==> src/hdl/assert_macros.svh <==
// Assertion helpers for the keyer RTL.
`ifndef ASSERT_MACROS_SVH
`define ASSERT_MACROS_SVH

// Same-cycle implication, checked out of reset.
`define MCK_ASSERT_NOW(lbl, ante, cons, msg) \
	lbl: assert property (@(posedge clk) disable iff (!arst_n) (ante) |-> (cons)) else $error(msg);

// Next-cycle implication, checked out of reset.
`define MCK_ASSERT_NEXT(lbl, ante, cons, msg) \
	lbl: assert property (@(posedge clk) disable iff (!arst_n) (ante) |=> (cons)) else $error(msg);

`endif

==> src/hdl/mck_pkg.sv <==
`default_nettype none

package mck_pkg;

	localparam int CHAR_W    = 8;
	localparam int KIND_W    = 2;
	localparam int UNIT_W    = 16;
	localparam int DUR_W     = 19;
	localparam int UNITS_W   = 3;
	localparam int PAT_W     = 5;
	localparam int CNT_W     = 3;
	localparam int STEP_W    = 3;

	localparam logic [UNIT_W-1:0] UNIT_RESET = 16'd1000;

	localparam logic [UNITS_W-1:0] DOT_UNITS    = 3'd1;
	localparam logic [UNITS_W-1:0] DASH_UNITS   = 3'd3;
	localparam logic [UNITS_W-1:0] ELEM_GAP     = 3'd1;
	localparam logic [UNITS_W-1:0] CHAR_SPACE   = 3'd3;
	localparam logic [UNITS_W-1:0] WORD_SPACE   = 3'd7;

	localparam logic [KIND_W-1:0] KIND_ELEM   = 2'd0;
	localparam logic [KIND_W-1:0] KIND_LETTER = 2'd1;

	// Microprogram step addresses
	localparam logic [STEP_W-1:0] STEP_IDLE  = 3'd0;
	localparam logic [STEP_W-1:0] STEP_TEST  = 3'd1;
	localparam logic [STEP_W-1:0] STEP_MARK  = 3'd2;
	localparam logic [STEP_W-1:0] STEP_GAP   = 3'd3;
	localparam logic [STEP_W-1:0] STEP_TRAIL = 3'd4;

	// Jump conditions
	localparam logic [1:0] COND_ALWAYS = 2'd0;
	localparam logic [1:0] COND_START  = 2'd1;
	localparam logic [1:0] COND_EMPTY  = 2'd2;
	localparam logic [1:0] COND_FINAL  = 2'd3;

	typedef struct packed {
		logic [CHAR_W-1:0] char_code;
		logic [KIND_W-1:0] kind;
	} in_t;

	typedef struct packed {
		logic              key_on;
		logic [DUR_W-1:0]  duration;
		logic              last;
		logic              unsupported;
	} out_t;

	// One control word of the microprogram
	typedef struct packed {
		logic              emit;
		logic              mark;
		logic              use_trail;
		logic              consume;
		logic [1:0]        cond;
		logic [STEP_W-1:0] jump;
		logic [STEP_W-1:0] next;
	} ctrl_t;

	// Datapath status seen by the sequencer
	typedef struct packed {
		logic empty;
		logic final_elem;
	} stat_t;

	typedef struct packed {
		logic             unsup;
		logic [CNT_W-1:0] len;
		logic [PAT_W-1:0] pat;
	} code_t;

	// {len, pattern}; pattern is LSB first, 1 = dash
	localparam logic [CNT_W+PAT_W-1:0] LETTER_TAB [26] = '{
		{3'd2, 5'b00010}, {3'd4, 5'b00001}, {3'd4, 5'b00101}, {3'd3, 5'b00001},
		{3'd1, 5'b00000}, {3'd4, 5'b00100}, {3'd3, 5'b00011}, {3'd4, 5'b00000},
		{3'd2, 5'b00000}, {3'd4, 5'b01110}, {3'd3, 5'b00101}, {3'd4, 5'b00010},
		{3'd2, 5'b00011}, {3'd2, 5'b00001}, {3'd3, 5'b00111}, {3'd4, 5'b00110},
		{3'd4, 5'b01011}, {3'd3, 5'b00010}, {3'd3, 5'b00000}, {3'd1, 5'b00001},
		{3'd3, 5'b00100}, {3'd4, 5'b01000}, {3'd3, 5'b00110}, {3'd4, 5'b01001},
		{3'd4, 5'b01101}, {3'd4, 5'b00011}
	};

	localparam logic [PAT_W-1:0] DIGIT_TAB [10] = '{
		5'b11111, 5'b11110, 5'b11100, 5'b11000, 5'b10000,
		5'b00000, 5'b00001, 5'b00011, 5'b00111, 5'b01111
	};

	function automatic code_t lookup_code(input logic [CHAR_W-1:0] ch);
		code_t            c;
		logic [CHAR_W-1:0] up;
		logic [CHAR_W-1:0] off;
		up  = ch;
		off = '0;
		c   = '{unsup: 1'b1, len: '0, pat: '0};
		if (ch inside {[8'h61:8'h7a]})
			up = ch - 8'h20;
		if (up inside {[8'h41:8'h5a]}) begin
			off   = up - 8'h41;
			c.unsup = 1'b0;
			{c.len, c.pat} = LETTER_TAB[off[4:0]];
		end else if (up inside {[8'h30:8'h39]}) begin
			off   = up - 8'h30;
			c.unsup = 1'b0;
			c.len = 3'd5;
			c.pat = DIGIT_TAB[off[3:0]];
		end
		return c;
	endfunction

	function automatic logic [UNITS_W-1:0] trail_units(input logic [KIND_W-1:0] kind);
		case (kind)
			KIND_ELEM:   return ELEM_GAP;
			KIND_LETTER: return CHAR_SPACE;
			default:     return WORD_SPACE;
		endcase
	endfunction

endpackage

`default_nettype wire

==> src/hdl/mck_seq.sv <==
`default_nettype none

module mck_seq import mck_pkg::*; (
	input  wire logic  clk,
	input  wire logic  arst_n,
	input  wire logic  start,
	input  wire stat_t stat,
	output logic       busy,
	output logic       load,
	output ctrl_t      ctrl
);

	logic [STEP_W-1:0] step_q;
	logic              take;

	// Control store
	always_comb begin
		ctrl = '{emit: 1'b0, mark: 1'b0, use_trail: 1'b0, consume: 1'b0,
			cond: COND_ALWAYS, jump: STEP_IDLE, next: STEP_IDLE};
		case (step_q)
			STEP_IDLE: begin
				ctrl.cond = COND_START;
				ctrl.jump = STEP_TEST;
				ctrl.next = STEP_IDLE;
			end
			STEP_TEST: begin
				ctrl.cond = COND_EMPTY;
				ctrl.jump = STEP_TRAIL;
				ctrl.next = STEP_MARK;
			end
			STEP_MARK: begin
				ctrl.emit    = 1'b1;
				ctrl.mark    = 1'b1;
				ctrl.consume = 1'b1;
				ctrl.cond    = COND_FINAL;
				ctrl.jump    = STEP_TRAIL;
				ctrl.next    = STEP_GAP;
			end
			STEP_GAP: begin
				ctrl.emit = 1'b1;
				ctrl.jump = STEP_MARK;
			end
			STEP_TRAIL: begin
				ctrl.emit      = 1'b1;
				ctrl.use_trail = 1'b1;
				ctrl.jump      = STEP_IDLE;
			end
			default: begin
				ctrl.jump = STEP_IDLE;
			end
		endcase
	end

	always_comb begin
		case (ctrl.cond)
			COND_START: take = start;
			COND_EMPTY: take = stat.empty;
			COND_FINAL: take = stat.final_elem;
			default:    take = 1'b1;
		endcase
	end

	assign busy = (step_q != STEP_IDLE);
	assign load = start && !busy;

	always_ff @(posedge clk or negedge arst_n) begin
		if (!arst_n) begin
			step_q <= STEP_IDLE;
		end else begin
			step_q <= take ? ctrl.jump : ctrl.next;
		end
	end

endmodule

`default_nettype wire

==> src/hdl/mck_dp.sv <==
`default_nettype none

module mck_dp import mck_pkg::*; (
	input  wire logic               clk,
	input  wire logic               arst_n,
	input  wire logic               load,
	input  wire in_t                cmd,
	input  wire ctrl_t              ctrl,
	input  wire logic               cfg_we,
	input  wire logic [UNIT_W-1:0]  cfg_wdata,
	output stat_t                   stat,
	output logic                    strobe,
	output out_t                    result
);

	logic [UNIT_W-1:0]  unit_q;
	logic [CNT_W-1:0]   cnt_q;
	logic [PAT_W-1:0]   pat_q;
	logic [UNITS_W-1:0] trail_q;
	logic               unsup_q;
	logic               strobe_q;
	out_t               result_q;
	code_t              code;
	logic [UNITS_W-1:0] units;
	logic [DUR_W-1:0]   dur;

	assign code = lookup_code(cmd.char_code);

	assign stat = '{empty: (cnt_q == '0), final_elem: (cnt_q == CNT_W'(1))};

	always_comb begin
		if (ctrl.use_trail)
			units = trail_q;
		else if (ctrl.mark)
			units = pat_q[0] ? DASH_UNITS : DOT_UNITS;
		else
			units = ELEM_GAP;
	end

	assign dur = DUR_W'(units) * DUR_W'(unit_q);

	always_ff @(posedge clk or negedge arst_n) begin
		if (!arst_n) begin
			unit_q   <= UNIT_RESET;
			cnt_q    <= '0;
			strobe_q <= 1'b0;
		end else begin
			if (cfg_we)
				unit_q <= cfg_wdata;
			if (load)
				cnt_q <= code.len;
			else if (ctrl.consume)
				cnt_q <= cnt_q - CNT_W'(1);
			strobe_q <= ctrl.emit;
		end
	end

	// Character payload: hold from accept, shift one element per mark
	always_ff @(posedge clk) begin
		if (load) begin
			pat_q   <= code.pat;
			trail_q <= trail_units(cmd.kind);
			unsup_q <= code.unsup;
		end else if (ctrl.consume) begin
			pat_q <= pat_q >> 1;
		end
		if (ctrl.emit) begin
			result_q.key_on      <= ctrl.mark;
			result_q.duration    <= dur;
			result_q.last        <= ctrl.use_trail;
			result_q.unsupported <= ctrl.use_trail && unsup_q;
		end
	end

	assign strobe = strobe_q;
	assign result = result_q;

endmodule

`default_nettype wire

==> src/hdl/morse_code_keyer_top.sv <==
// Morse keyer: one character in, up to ten keying segments out, one per cycle.
// Once a character is accepted the sequencer passes its test step and the first
// mark step emits; each segment is registered onto the result ports. Segments
// come one per microprogram step after the test step; a new character is taken
// only from the idle step. The receiver cannot stall; results are strobed.
// Reset (async, active low): sequencer to idle, strobe low, unit_ticks = 1000.
`default_nettype none

module morse_code_keyer_top import mck_pkg::*; (
	input  wire logic              clk,
	input  wire logic              arst_n,
	input  wire logic              start,
	output logic                   busy,
	input  wire in_t               cmd,
	input  wire logic              cfg_we,
	input  wire logic [UNIT_W-1:0] cfg_wdata,
	output logic                   strobe,
	output out_t                   result
);

`include "assert_macros.svh"

	ctrl_t ctrl;
	stat_t stat;
	logic  load;

	// Sequencer: step counter walking the control store; it accepts an item
	// only from its idle step and jumps on start, empty code, or final element.
	mck_seq u_seq (
		.clk    (clk),
		.arst_n (arst_n),
		.start  (start),
		.stat   (stat),
		.busy   (busy),
		.load   (load),
		.ctrl   (ctrl)
	);

	// Datapath: element counter, dash/dot shift register, trailer units,
	// unit_ticks register, small unit multiplier and the registered result.
	mck_dp u_dp (
		.clk       (clk),
		.arst_n    (arst_n),
		.load      (load),
		.cmd       (cmd),
		.ctrl      (ctrl),
		.cfg_we    (cfg_we),
		.cfg_wdata (cfg_wdata),
		.stat      (stat),
		.strobe    (strobe),
		.result    (result)
	);

	// Only the trailing gap may appear after the sequencer has gone idle
	`MCK_ASSERT_NOW(a_idle_last, strobe && !busy, result.last, "non-final segment while idle")
	// The unsupported flag rides only on a trailing space
	`MCK_ASSERT_NOW(a_unsup_gap, strobe && result.unsupported, result.last && !result.key_on,
		"unsupported flag off the trailing gap")
	// A mark is always followed at once by a space
	`MCK_ASSERT_NEXT(a_mark_space, strobe && result.key_on, strobe && !result.key_on,
		"mark not followed by a space")
	// Accepting an item leaves the block busy
	`MCK_ASSERT_NEXT(a_accept_busy, start && !busy, busy, "accept without going busy")

endmodule

`default_nettype wire

==> config.mk <==
export PLATFORM = sky130hd
export DESIGN_NAME = morse_code_keyer_top
export DESIGN_NICKNAME = d
export VERILOG_FILES = /design/src/hdl/mck_pkg.sv /design/src/hdl/mck_seq.sv /design/src/hdl/mck_dp.sv /design/src/hdl/morse_code_keyer_top.sv
export VERILOG_INCLUDE_DIRS = /design/src /design/src/hdl
export SDC_FILE = /design/constraint.sdc
export NUM_CORES = 1
export LEC_CHECK = 0
export BUFFER_PORTS_ARGS = -buffer_cell sky130_fd_sc_hd__buf_2
export CORE_MARGIN = 1
export CORE_UTILIZATION = 25
export CTS_CLUSTER_DIAMETER = 40
export DETAILED_ROUTE_END_ITERATION = 12
export SYNTH_ARGS = -nofsm -noshare
export SYNTH_HDL_FRONTEND = slang
export SYNTH_SLANG_ARGS = --single-unit
==> constraint.sdc <==
create_clock -name clk -period 4.3 [get_ports clk]
set_input_delay 0.215 -clock clk [delete_from_list [all_inputs] [get_ports clk]]
set_output_delay 0.215 -clock clk [all_outputs]
set_load 0.1 [all_outputs]
==> flow_summary.yaml <==
run_status:
  outcome: "finished, final reports clean"
setup_path:
  worstPathRequired_ps: 4460
  crit_path_start_kind: "flop"
  cp-end-kind: "flop"
  rr_endpoint: "u_dp.result[18]$_DFFE_PP_"
  critical_path_arrival_ps: 4170
  cp_max_fo: 7
  reg2reg_depth: 14
  reg2reg_from: "u_seq.step_q[2]$_DFF_PN0_"
  critical_path_class: "flop to flop"
  reg2reg_setup_slack_ps: 290
sta:
  rsz0062_at_grt: "false"
  setup_ws_ps: 290.0
  hold_viol_final: 0
  finalSetupViolations: 0
  layout_min_cycle_time_ps: 4010
  fin_crit_sh: 0.9326
  report.final.slew_viol_count: 0
  relSlewSlack: 0.3850
  hold_ws_ps: 121.0
  setup_tns_ps: 0
  tightest_slew_ps: 920.1
  skew_ps: 7.887
  fmax_mhz: 249.4
floorplan:
  io_pins: 54
  row_count: 46
  die_y_microns: 129.7
  dieArea_sq_um: 16820
  core-area_sq_um: 15890
  dieWidth_microns: 129.7
  start_util: 0.2566
clock_network:
  cts_sinks: 53
  cts_tree: "built"
  cts_buffer_depth: 2
  numCtsBuffers: 5
  cts_setup_buffers: 0
  ctsRootBufferMaster: "clkbuf_16"
  clk_pin_slew_ps: 70
  h-tree-depth: 2
  insertion_delay_ps: 290
drt:
  via_per_inst: 4.576
  drtIter0Drc: 237
  avgRoutedWirePerCell_microns: 13.22
  drt_first_pass_iters: 5
  wirelength_microns: 9294
  drc: 0
  ant_nets: 0
  route.vias.total: 3217
final_layout:
  area_delta_synth_final_pct: 16.27
  multi_input_area_sq_um: 2322
  layout_commonest_cell: "nand2_1"
  nFillCells: 1708
  num_antenna_cells: 0
  drive_gt1_frac: 0.1910
  fin_cells: 703
  final_cell_mix: "nand2_1, buf_2, inv_1"
  regArea_sq_um: 1484
  utilization: 0.2984
  layout.nets: 560
synth:
  syn_area_sq_um: 4076
  synthesis.nets: 512
  async_flop_share: 0.4340
  synth_cell_types: 66
  synth_edf_count: 30
  syn_avg_cell_area_sq_um: 9.307
  ys_seq_elements: 53
  synth_cells: 438
  ys_warn_count: 0
  ys_seq_area_frac: 0.3640
  synth-main-ff-cell: "edfxtp_1"
global_routing:
  grt_overflow: 0
  grt_pass1_vias: 3063
  grt_first_pass_wirelength_microns: 15280
  grt_max_degree: 28
  antenna_found_initial: 0
  grt_use_total: 0.1155
flow_run:
  drv_cap: 0
worst_hold_path:
  hold_class: "input pin to flop"
  min_to: "u_dp.trail_q[2]$_DFFE_PP_"
  min_path_cells: 1
  min-delay-start: "cmd[1]"
pwr:
  pwr_density_cell_nw_per_um2: 682.0
  power.leakage_nw: 2.133
  ir_drop_mv: 0.3843
placed_design:
  gp_routability_congestion: 0.8742
  pre_cts_ws_ps: 229.8
  io_buffer_count: 53
  placed_cells: 694
  hpwl_microns: 7171
## routing by layer
layer,vias up,share of wire,GRT usage
li1,1617,-,-
met1,1526,0.47,0.1524
met2,67,0.48,0.1972
met3,7,0.042,0.01804
met4,0,0.0094,0.02941
met5,-,0,0
## stage by stage
| step | instance area [sq um] | total power, mW |
|---|---|---|
| after global routing | 4740 | 3.433 |
| after floorplan | 4076 | 2.451 |
| after detailed placement | 4566 | 2.806 |
| final | 4740 | 3.232 |
| after global placement | 4566 | 2.769 |
| after CTS | 4738 | 3.264 |
## cell usage after synthesis, types with 2 or more instances
master / number / area (sq um)
fa_1: 15 / 300.3
o21ai_1: 3 / 15.01
mux2i_1: 2 / 20.02
xnor2_1: 13 / 113.9
a21o_1: 5 / 37.54
clkbuf_1: 9 / 33.78
nand4_1: 2 / 12.51
o21ai_0: 29 / 145.1
a31oi_1: 5 / 31.28
nand4b_1: 2 / 17.52
nand3_1: 8 / 40.04
dfstp_2: 6 / 157.7
nand2_1: 61 / 229.0
o21a_1: 3 / 22.52
o31ai_1: 3 / 22.52
nor3_1: 7 / 35.03
xor2_1: 6 / 52.55
nor2b_1: 4 / 25.02
nand2b_1: 6 / 37.54
o22ai_1: 2 / 12.51
or3_1: 3 / 18.77
or2_2: 3 / 18.77
o211ai_1: 3 / 22.52
edfxtp_1: 30 / 900.9
dfrtp_1: 17 / 425.4
inv_2: 2 / 7.510
ha_1: 29 / 362.9
o21bai_1: 3 / 22.52
a22oi_1: 3 / 22.52
buf_2: 7 / 35.03
a21oi_1: 25 / 125.1
nor2_1: 20 / 75.07
a32oi_1: 2 / 17.52
and3_1: 8 / 50.05
o221ai_1: 2 / 17.52
and2_1: 9 / 56.30
inv_1: 48 / 180.2
mux2_2: 5 / 56.30
## worst max-delay path by stage
stage                                           end                 startpoint  slack [ps]  cells past startpoint
after global routing      u_dp.result[18]$_DFFE_PP_  u_seq.step_q[2]$_DFF_PN0_          80                     14
after floorplan           u_dp.result[18]$_DFFE_PP_  u_seq.step_q[0]$_DFF_PN0_         500                     14
after CTS                 u_dp.result[18]$_DFFE_PP_  u_seq.step_q[2]$_DFF_PN0_         220                     14
after detailed placement  u_dp.result[18]$_DFFE_PP_  u_seq.step_q[2]$_DFF_PN0_         230                     14
after global placement    u_dp.result[18]$_DFFE_PP_  u_seq.step_q[2]$_DFF_PN0_         330                     14
final                     u_dp.result[18]$_DFFE_PP_  u_seq.step_q[2]$_DFF_PN0_         290                     14
## timing repair
action | 4_1_cts | 5_1_grt
hold buffers | 1 | 0
hold endpoints to repair | 17 | 0
gates resized for setup | 0 | 1
endpoints found under the setup margin | 0 | 1
## registers in the layout (all words and copies together) (netlist names)
signal	cells
u_dp.strobe	1
u_dp.unit_q	16
u_dp.cnt_q	3
u_dp.result	22
u_dp.pat_q	5
u_seq.step_q	3
u_dp.trail_q	2
u_dp.unsup_q	1
## report_power, final
part	switching [mW]	internal, mW	leakage, nW
clock	0.173	0.273	0.0785
sequential	0.0855	0.817	0.561
combinational	1.46	0.427	1.49
total	1.72	1.52	2.13
## final cells by class
class,count,area share
Timing Repair Buffer,59,0.06600
Clock inverter,2,0.007128
Tap cell,216,0.05702
Sequential cell,53,0.3131
Clock buffer,6,0.02719
Inverter,50,0.03960
Multi-Input combinational cell,317,0.4900
## logic make-up after synthesis
logic type                 after synthesis  synth area share
AOI/OAI and AO/OA                      104            0.1673
xor gates and xnor gates                20           0.04481
adders and majority gates               44            0.1627
buffers and inverters                   68           0.06660
DFF                                     53            0.3640
muxes                                    8           0.02425
and+or+nand+nor                        141            0.1704
## critical path, stage by stage (launching register included)
cell and delay, ps:
dfrtp_1 440, nand2b_1 180, or2_2 320, inv_2 100
a22o_2 200, and2_1 160, fa_1 410, ha_1 240
fa_1 440, a211oi_2 230, o21bai_2 140, o311ai_4 340
a21oi_2 120, or4b_1 480, nand3_1 80
Power figures use the tool's default switching activity.
